$ cat config.mk
export PLATFORM = sky130hd
export DESIGN_NAME = indexed_list_insert_delete
export DESIGN_NICKNAME = d
export VERILOG_FILES = /design/src/hdl/ilid_pkg.sv /design/src/hdl/ilid_ctrl.sv /design/src/hdl/ilid_dpath.sv /design/src/hdl/indexed_list_insert_delete.sv
export VERILOG_INCLUDE_DIRS = /design/src /design/src/hdl
export SDC_FILE = /design/constraint.sdc
export NUM_CORES = 1
export LEC_CHECK = 0
export BUFFER_PORTS_ARGS = -buffer_cell sky130_fd_sc_hd__buf_2
export CORE_UTILIZATION = 53
export CTS_CLUSTER_SIZE = 28
export DETAILED_ROUTE_END_ITERATION = 8
export HOLD_SLACK_MARGIN = 0.03
export PLACE_DENSITY = 0.74
export SYNTH_ARGS = -nofsm -noshare
export SYNTH_HDL_FRONTEND = slang
export SYNTH_SLANG_ARGS = --single-unit
$ cat constraint.sdc
create_clock -name clk -period 7 [get_ports clk]
set_input_delay 0.35 -clock clk [delete_from_list [all_inputs] [get_ports clk]]
set_output_delay 0.35 -clock clk [all_outputs]
set_load 0.005 [all_outputs]
$ cat src/hdl/indexed_list_insert_delete_macros.svh
// Assertion macros used by the indexed list datapath.
`ifndef INDEXED_LIST_INSERT_DELETE_MACROS_SVH
`define INDEXED_LIST_INSERT_DELETE_MACROS_SVH

// Same-cycle implication, sampled on clk, off while rst_n is low.
`define ILID_ASSERT_NOW(label, ante, cons) \
  label: assert property (@(posedge clk) disable iff (!rst_n) (ante) |-> (cons)) \
    else $error("%m: assertion failed");

// Next-cycle implication, sampled on clk, off while rst_n is low.
`define ILID_ASSERT_NEXT(label, ante, cons) \
  label: assert property (@(posedge clk) disable iff (!rst_n) (ante) |=> (cons)) \
    else $error("%m: assertion failed");

`endif

$ cat src/hdl/ilid_pkg.sv
// Shared constants, types and command struct for the indexed list block.
package ilid_pkg;

  localparam int CAPACITY_DEF = 16;

  localparam int ACT_W   = 3;
  localparam int POS_W   = 8;
  localparam int DATA_W  = 32;
  localparam int OUT_CNT_W = 5;

  localparam int IN_FIELDS_W  = ACT_W + POS_W + DATA_W;
  localparam int IN_TDATA_W   = ((IN_FIELDS_W + 7) / 8) * 8;
  localparam int OUT_FIELDS_W = DATA_W + 1 + OUT_CNT_W;
  localparam int OUT_TDATA_W  = ((OUT_FIELDS_W + 7) / 8) * 8;

  typedef enum logic [ACT_W-1:0] {
    ACT_READ     = 3'd0,
    ACT_INS_HEAD = 3'd1,
    ACT_INS_TAIL = 3'd2,
    ACT_INS_AT   = 3'd3,
    ACT_DELETE   = 3'd4
  } action_t;

  // Controller to datapath commands.
  typedef struct packed {
    logic load;  // capture the incoming request
    logic exec;  // apply the captured request and load the result register
  } cmd_t;

endpackage

$ cat src/hdl/ilid_ctrl.sv
// Controller: sequences request capture, execution and result hand-off.
module ilid_ctrl (
  input  logic            clk,
  input  logic            rst_n,
  input  logic            in_tvalid,
  output logic            in_tready,
  output logic            out_tvalid,
  input  logic            out_tready,
  output ilid_pkg::cmd_t  cmd
);

  typedef enum logic {
    S_IDLE,
    S_EXEC
  } state_t;

  state_t state_r, state_nxt;
  logic   out_valid_r, out_valid_nxt;
  logic   slot_free;

  assign in_tready  = (state_r == S_IDLE);
  assign out_tvalid = out_valid_r;
  assign slot_free  = !out_valid_r || out_tready;

  assign cmd.load = (state_r == S_IDLE) && in_tvalid;
  assign cmd.exec = (state_r == S_EXEC) && slot_free;

  always_comb begin
    state_nxt     = state_r;
    out_valid_nxt = out_valid_r;
    if (out_tready) begin
      out_valid_nxt = 1'b0;
    end
    case (state_r)
      S_IDLE: begin
        if (in_tvalid) begin
          state_nxt = S_EXEC;
        end
      end
      S_EXEC: begin
        if (slot_free) begin
          out_valid_nxt = 1'b1;
          state_nxt     = S_IDLE;
        end
      end
      default: begin
        state_nxt = S_IDLE;
      end
    endcase
  end

  always_ff @(posedge clk) begin
    if (!rst_n) begin
      state_r     <= S_IDLE;
      out_valid_r <= 1'b0;
    end else begin
      state_r     <= state_nxt;
      out_valid_r <= out_valid_nxt;
    end
  end

endmodule

$ cat src/hdl/ilid_dpath.sv
// Datapath: request registers, row of entry cells, count and result register.
`include "indexed_list_insert_delete_macros.svh"

module ilid_dpath #(
  parameter int CAPACITY = ilid_pkg::CAPACITY_DEF
) (
  input  logic                           clk,
  input  logic                           rst_n,
  input  ilid_pkg::cmd_t                 cmd,
  input  logic [ilid_pkg::ACT_W-1:0]     action,
  input  logic [ilid_pkg::POS_W-1:0]     position,
  input  logic signed [ilid_pkg::DATA_W-1:0] data_in,
  output logic signed [ilid_pkg::DATA_W-1:0] data_out,
  output logic                           ok,
  output logic [ilid_pkg::OUT_CNT_W-1:0] count
);

  localparam int CNT_W = $clog2(CAPACITY + 1);
  localparam int IDX_W = (CAPACITY > 1) ? $clog2(CAPACITY) : 1;
  localparam int CMP_W = (CNT_W > ilid_pkg::POS_W) ? CNT_W : ilid_pkg::POS_W;

  logic [ilid_pkg::ACT_W-1:0]          act_r;
  logic [ilid_pkg::POS_W-1:0]          pos_r;
  logic signed [ilid_pkg::DATA_W-1:0]  din_r;
  logic signed [ilid_pkg::DATA_W-1:0]  cells_r [CAPACITY];
  logic [CNT_W-1:0]                    count_r, count_nxt;

  logic signed [ilid_pkg::DATA_W-1:0]  data_out_r, data_nxt;
  logic                                ok_r, ok_nxt;
  logic [ilid_pkg::OUT_CNT_W-1:0]      count_out_r;

  logic [CMP_W-1:0] pos_x, cnt_x, ins_pos;
  logic             room, in_range, ins_en, del_en;

  assign pos_x    = CMP_W'(pos_r);
  assign cnt_x    = CMP_W'(count_r);
  assign room     = count_r < CNT_W'(CAPACITY);
  assign in_range = pos_x < cnt_x;

  // Decode the held request.
  always_comb begin
    ins_en   = 1'b0;
    del_en   = 1'b0;
    ins_pos  = pos_x;
    data_nxt = '0;
    case (ilid_pkg::action_t'(act_r))
      ilid_pkg::ACT_READ: begin
        data_nxt = in_range ? cells_r[pos_x[IDX_W-1:0]] : '1;
      end
      ilid_pkg::ACT_INS_HEAD: begin
        ins_en  = room;
        ins_pos = '0;
      end
      ilid_pkg::ACT_INS_TAIL: begin
        ins_en  = room;
        ins_pos = cnt_x;
      end
      ilid_pkg::ACT_INS_AT: begin
        ins_en = room && (pos_x <= cnt_x);
      end
      ilid_pkg::ACT_DELETE: begin
        del_en = in_range;
      end
      default: begin
        data_nxt = '0;
      end
    endcase
  end

  assign ok_nxt = ((ilid_pkg::action_t'(act_r) == ilid_pkg::ACT_READ) && in_range)
                  || ins_en || del_en;

  always_comb begin
    count_nxt = count_r;
    if (ins_en) begin
      count_nxt = count_r + CNT_W'(1);
    end else if (del_en) begin
      count_nxt = count_r - CNT_W'(1);
    end
  end

  // Later cells take the left neighbor on insert; the slot and later, the right on delete.
  for (genvar g = 0; g < CAPACITY; g++) begin : g_cell
    logic signed [ilid_pkg::DATA_W-1:0] left_w, right_w;
    logic [CMP_W-1:0] idx_w;
    assign idx_w = CMP_W'(g);
    if (g == 0) begin : g_first
      assign left_w = din_r;
    end else begin : g_rest
      assign left_w = cells_r[g-1];
    end
    if (g == CAPACITY - 1) begin : g_last
      assign right_w = cells_r[g];
    end else begin : g_inner
      assign right_w = cells_r[g+1];
    end

    always_ff @(posedge clk) begin
      if (cmd.exec) begin
        if (ins_en && idx_w == ins_pos) begin
          cells_r[g] <= din_r;
        end else if (ins_en && idx_w > ins_pos) begin
          cells_r[g] <= left_w;
        end else if (del_en && idx_w >= pos_x) begin
          cells_r[g] <= right_w;
        end
      end
    end
  end

  always_ff @(posedge clk) begin
    if (cmd.load) begin
      act_r <= action;
      pos_r <= position;
      din_r <= data_in;
    end
    if (cmd.exec) begin
      data_out_r  <= data_nxt;
      ok_r        <= ok_nxt;
      count_out_r <= ilid_pkg::OUT_CNT_W'(count_nxt);
    end
  end

  always_ff @(posedge clk) begin
    if (!rst_n) begin
      count_r <= '0;
    end else if (cmd.exec) begin
      count_r <= count_nxt;
    end
  end

  assign data_out = data_out_r;
  assign ok       = ok_r;
  assign count    = count_out_r;

  `ILID_ASSERT_NOW(a_count_bound, 1'b1, count_r <= CNT_W'(CAPACITY))
  `ILID_ASSERT_NEXT(a_ins_grows, cmd.exec && ins_en, count_r == $past(count_r) + CNT_W'(1))
  `ILID_ASSERT_NEXT(a_del_shrinks, cmd.exec && del_en, count_r == $past(count_r) - CNT_W'(1))
  `ILID_ASSERT_NEXT(a_idle_holds, !cmd.exec, $stable(count_r))

endmodule

$ cat src/hdl/indexed_list_insert_delete.sv
// Top level of the indexed ordered list with insert and delete.
//
// Holds an ordered list of up to CAPACITY signed 32-bit values in a row of
// register cells plus an entry count. Each input transaction is a request:
// read at a position, insert at the head, insert at the tail, insert before a
// position (a position equal to the count appends) or delete at a position.
// Every request yields exactly one result transaction carrying the value read
// (-1 for a read out of range, 0 for non-read requests), an ok flag and the
// count after the request, masked to 5 bits. Requests out of range, inserts
// into a full list and unknown action codes leave the list unchanged and
// return ok low. A request is captured at its accept edge, then applied and its
// result registered in the execute state once the result register is free. A
// new request is not accepted until the previous one has executed. The shift on
// insert or delete moves all later cells at once, in the execute state. The
// result register parts the two sides: the next request is accepted while a
// result still waits, and execution stalls only while the previous result is
// still untaken. No clearing pass after reset; entry contents are undefined
// until written and only positions below the count are ever read.
module indexed_list_insert_delete #(
  parameter int CAPACITY = ilid_pkg::CAPACITY_DEF
) (
  input  logic                              clk,
  input  logic                              rst_n,
  // Request channel.
  input  logic                              in_tvalid,
  output logic                              in_tready,
  // [2:0] action, [10:3] position, [42:11] data_in, rest zero
  input  logic [ilid_pkg::IN_TDATA_W-1:0]   in_tdata,
  // Result channel.
  output logic                              out_tvalid,
  input  logic                              out_tready,
  // [31:0] data_out, [32] ok, [37:33] count, rest zero
  output logic [ilid_pkg::OUT_TDATA_W-1:0]  out_tdata
);

  localparam int POS_LO = ilid_pkg::ACT_W;
  localparam int DIN_LO = ilid_pkg::ACT_W + ilid_pkg::POS_W;

  ilid_pkg::cmd_t                           cmd;
  logic [ilid_pkg::ACT_W-1:0]               action;
  logic [ilid_pkg::POS_W-1:0]               position;
  logic signed [ilid_pkg::DATA_W-1:0]       data_in;
  logic signed [ilid_pkg::DATA_W-1:0]       data_out;
  logic                                     ok;
  logic [ilid_pkg::OUT_CNT_W-1:0]           count;

  // Unpack the request fields; padding bits are ignored.
  assign action   = in_tdata[ilid_pkg::ACT_W-1:0];
  assign position = in_tdata[POS_LO +: ilid_pkg::POS_W];
  assign data_in  = in_tdata[DIN_LO +: ilid_pkg::DATA_W];

  ilid_ctrl u_ctrl (
    .clk        (clk),
    .rst_n      (rst_n),
    .in_tvalid  (in_tvalid),
    .in_tready  (in_tready),
    .out_tvalid (out_tvalid),
    .out_tready (out_tready),
    .cmd        (cmd)
  );

  ilid_dpath #(
    .CAPACITY (CAPACITY)
  ) u_dpath (
    .clk      (clk),
    .rst_n    (rst_n),
    .cmd      (cmd),
    .action   (action),
    .position (position),
    .data_in  (data_in),
    .data_out (data_out),
    .ok       (ok),
    .count    (count)
  );

  // Pack the result, lowest field first, zero fill to a whole byte.
  assign out_tdata = ilid_pkg::OUT_TDATA_W'({count, ok, data_out});

endmodule
==> metrics.md <==
| Metric | Value |
|---|---|
| Setup TNS | `0 ns` |
| Power Dens Cells | `230 nW/µm²` |
| Post-Route WL | `109 mm` |
| CP arrival | `5.03 ns` |
| Async set-reset flop share out of synthesis | `0` |
| Int Pwr | `6.46 mW` |
| Seq pwr share | `0.488` |
| CORE AREA | `62100 µm²` |
| Crit path max fanout | `38` |
| Setup CP Type | `reg2reg` |
| Syn-to-layout area delta | `11.1%` |
| Yosys top cell by area | `edfxtp_1` |
| Synth warn | `0` |
| Leading cell type in the layout, fill and taps excluded | `edfxtp_1` |
| Overall Global Routing Usage | `0.340` |
| Router iterations before antenna repair | `7` |
| Routability cong. | `0.890` |
| Yosys reg bits | `604` |
| Failing checks | `slew limit` |
| Largest family of logic cells by synthesized area | `multiplexers` |
| Max-cap viol count | `0` |
| First-pass GRT wire length | `161 mm` |
| # setup viols final | `0` |
| Switching share of power | `0.245` |
| Vias in the first global route | `25700` |
| Post-DP HPWL | `61.5 mm` |
| Vert. Die Dim | `254 µm` |
| Final Slew Violations | `18` |
| Vias per std cell | `7.07` |
| Clk Latency, worst-skew pair | `0.62 ns` |
| # IOs | `94` |
| Routed vias | `26200` |
| Worst EP required | `7.28 ns` |
| CTS Buffer Depth | `3` |
| CTS Buf Count | `68` |
| Port buffer count | `86` |
| Post-synthesis mux area share | `0.186` |
| Routed wire length per instance | `29.3 µm` |
| Logic pwr share | `0.098` |
| Layout cells sized above 1 | `0.192` |
| Synth Area in XOR/XNOR | `0.00157` |
| Synth unique cells | `67` |
| Setup Skew | `0.0217 ns` |
| Compound-Gate Fraction of Synth Area | `0.137` |
| Die width | `254 µm` |
| Main flop type after synthesis | `edfxtp_1` |
| Synthesized instance count | `2815` |
| Fin. Hold Viols | `0` |
| Worst slew margin | `-0.0573` |
| Largest net degree at the start of global routing | `80` |
| VDD IR max | `0.000190 V` |
| Register area share after synthesis | `0.538` |
| CTS tree | `built` |
| Initial antenna violation count | `2` |
| Worst Setup End Kind | `register` |
| Post-route cell area | `37300 µm²` |
| Post-CTS Setup Bufs | `0` |
| CTS Sinks | `604` |
| Clk pwr share | `0.413` |
| Clock-pin slew on the worst setup and hold paths | `0.06 ns` |
| Outcome | `finished with violations` |
| Avg Cell Area, Syn | `11.9 µm²` |
| Leak pwr | `12.4 nW` |
| Synth Area in Simple Gates | `0.0978` |
| Peak Freq | `210 MHz` |
| Unrepaired setup endpoints after global routing | `no` |
| Adder-Cell Fraction of Synth Area | `0.00261` |
| Iter 0 DRT Violations | `4067` |
| P_sw | `2.09 mW` |
| Post_cts resized | `0` |
| Htree depth | `3` |
| Number of synthesized flops with an enable pin | `593` |
| DP Area | `34700 µm²` |
| Starting Density | `0.540` |
| Slew @ Worst Pin | `1.59 ns` |
| Post-route minimum period | `4.75 ns` |
| Overflow after GRT | `0` |
| Hold Crit Class | `in2reg` |
| Startpoint types | `register` |
| Antenna-violating nets left | `0` |
| Synthesized area | `33500 µm²` |
| Tcrit/Tclk final | `0.679` |
| Rows | `91` |
| DRC errors left | `0` |
| Synth top area cells | `edfxtp_1 53%, mux4_2 11%, mux2i_1 5.6%` |
| Hold Buf Count CTS | `43` |
| Final #Nets | `2873` |
| Most frequent cells in the layout | `593 x edfxtp_1, 328 x nor2_1, 279 x nand2_1` |
| Die area | `64300 µm²` |
| CTS root buf | `clkbuf_16` |
| Share of the synthesized area in the top cell type | `0.531` |
==> metrics by stage <==
| stage | hold WS, ns | total power, mW | worst slack [ns] | util | instances |
|---|---|---|---|---|---|
| after global placement | 0.483 | 5.02 | 2.42 | 0.559 | 3538 |
| after floorplan | 0.449 | 4.78 | 2.04 | - | 2816 |
| after CTS | 0.0314 | 8.55 | 2.35 | 0.600 | 3705 |
| after detailed placement | 0.496 | 5.06 | 2.37 | 0.559 | 3538 |
| after global routing | 0.0698 | 8.73 | 2.10 | 0.600 | 3705 |
| final | 0.0474 | 8.55 | 2.25 | 0.601 | 3706 |
==> registers in the layout, indices dropped and copies added (netlist names), named ones only <==
register,flops
u_dpath.cells_r,512
u_dpath.data_out,32
u_dpath.din_r,32
u_dpath.pos_r,8
u_dpath.count,5
u_dpath.count_r,5
u_dpath.act_r,3
u_ctrl.out_tvalid,1
u_ctrl.state_r,1
u_dpath.ok,1
==> layout make-up <==
| type | count | area [µm²] |
|---|---|---|
| Multi-Input combinational cell | 1928 | 14600 |
| Inverter | 12 | 45.0 |
| Clock buffer | 87 | 1840 |
| Tap cell | 837 | 1050 |
| Timing Repair Buffer | 200 | 1420 |
| Sequential cell | 604 | 18000 |
| Antenna cell | 1 | 2.50 |
| Fill cell | 4833 | 24800 |
| Clock inverter | 37 | 302 |
==> metal layers <==
metal  wire length, µm  global-route usage
met1             38900               0.444
met2             50300               0.535
met3             14200              0.0833
met4              5160               0.160
met5                 0                   0
==> cells in the mapped netlist (all sizes together), types with 11 or more instances <==
| library cell | count |
|---|---|
| o21ai | 144 |
| buf | 76 |
| a22o | 33 |
| a21oi | 271 |
| nand2 | 288 |
| clkbuf | 196 |
| o21a | 33 |
| inv | 12 |
| edfxtp | 593 |
| mux4 | 160 |
| a221o | 34 |
| a21o | 36 |
| a31oi | 135 |
| mux2i | 189 |
| dfxtp | 11 |
| nor2 | 331 |
| mux2 | 66 |
| nand3 | 70 |
| and3 | 36 |
==> worst max-delay path, cell delays in order (launching register included) <==
cell and delay [ns]:
edfxtp_1 0.33, buf_4 0.31, ha_1 0.31, a21o_1 0.18
a211o_1 0.34, nor3_2 0.51, buf_4 0.28, o211a_2 0.85
or2_2 0.80, buf_4 0.47
==> kinds of logic (layout without fill, tap and decap cells) <==
| family | after synthesis | count (layout) |
|---|---|---|
| flops | 604 | 604 |
| xor+xnor | 6 | 6 |
| buf+inv | 284 | 336 |
| simple gates | 775 | 775 |
| other cells | 1 | 3 |
| fa+ha+maj | 7 | 7 |
| compound gates | 723 | 723 |
| mux | 415 | 415 |
==> power by group through the flow <==
stage | Combinational, mW | Clock [mW] | Sequential (mW)
finish | 0.841 | 3.54 | 4.18
global route | 0.890 | 3.66 | 4.19
CTS | 0.829 | 3.55 | 4.17
detailed placement | 0.807 | 0 | 4.25
global placement | 0.778 | 0 | 4.24
floorplan | 0.612 | 0 | 4.17
==> worst paths after layout <==
path	from	end	slack (ns)	depth (start not counted)
max reg2reg	u_dpath.pos_r[3]$_DFFE_PP_	u_dpath.cells_r[13][25]$_DFFE_PP_	2.25	9
min reg2reg	u_dpath.count_r[3]$_SDFFE_PN0P_	u_dpath.count_r[3]$_SDFFE_PN0P_	0.51	2
min	rst_n	u_dpath.count_r[2]$_SDFFE_PN0P_	0.05	3
max	u_dpath.pos_r[3]$_DFFE_PP_	u_dpath.cells_r[13][25]$_DFFE_PP_	2.25	9
Power figures use the tool's default switching activity.
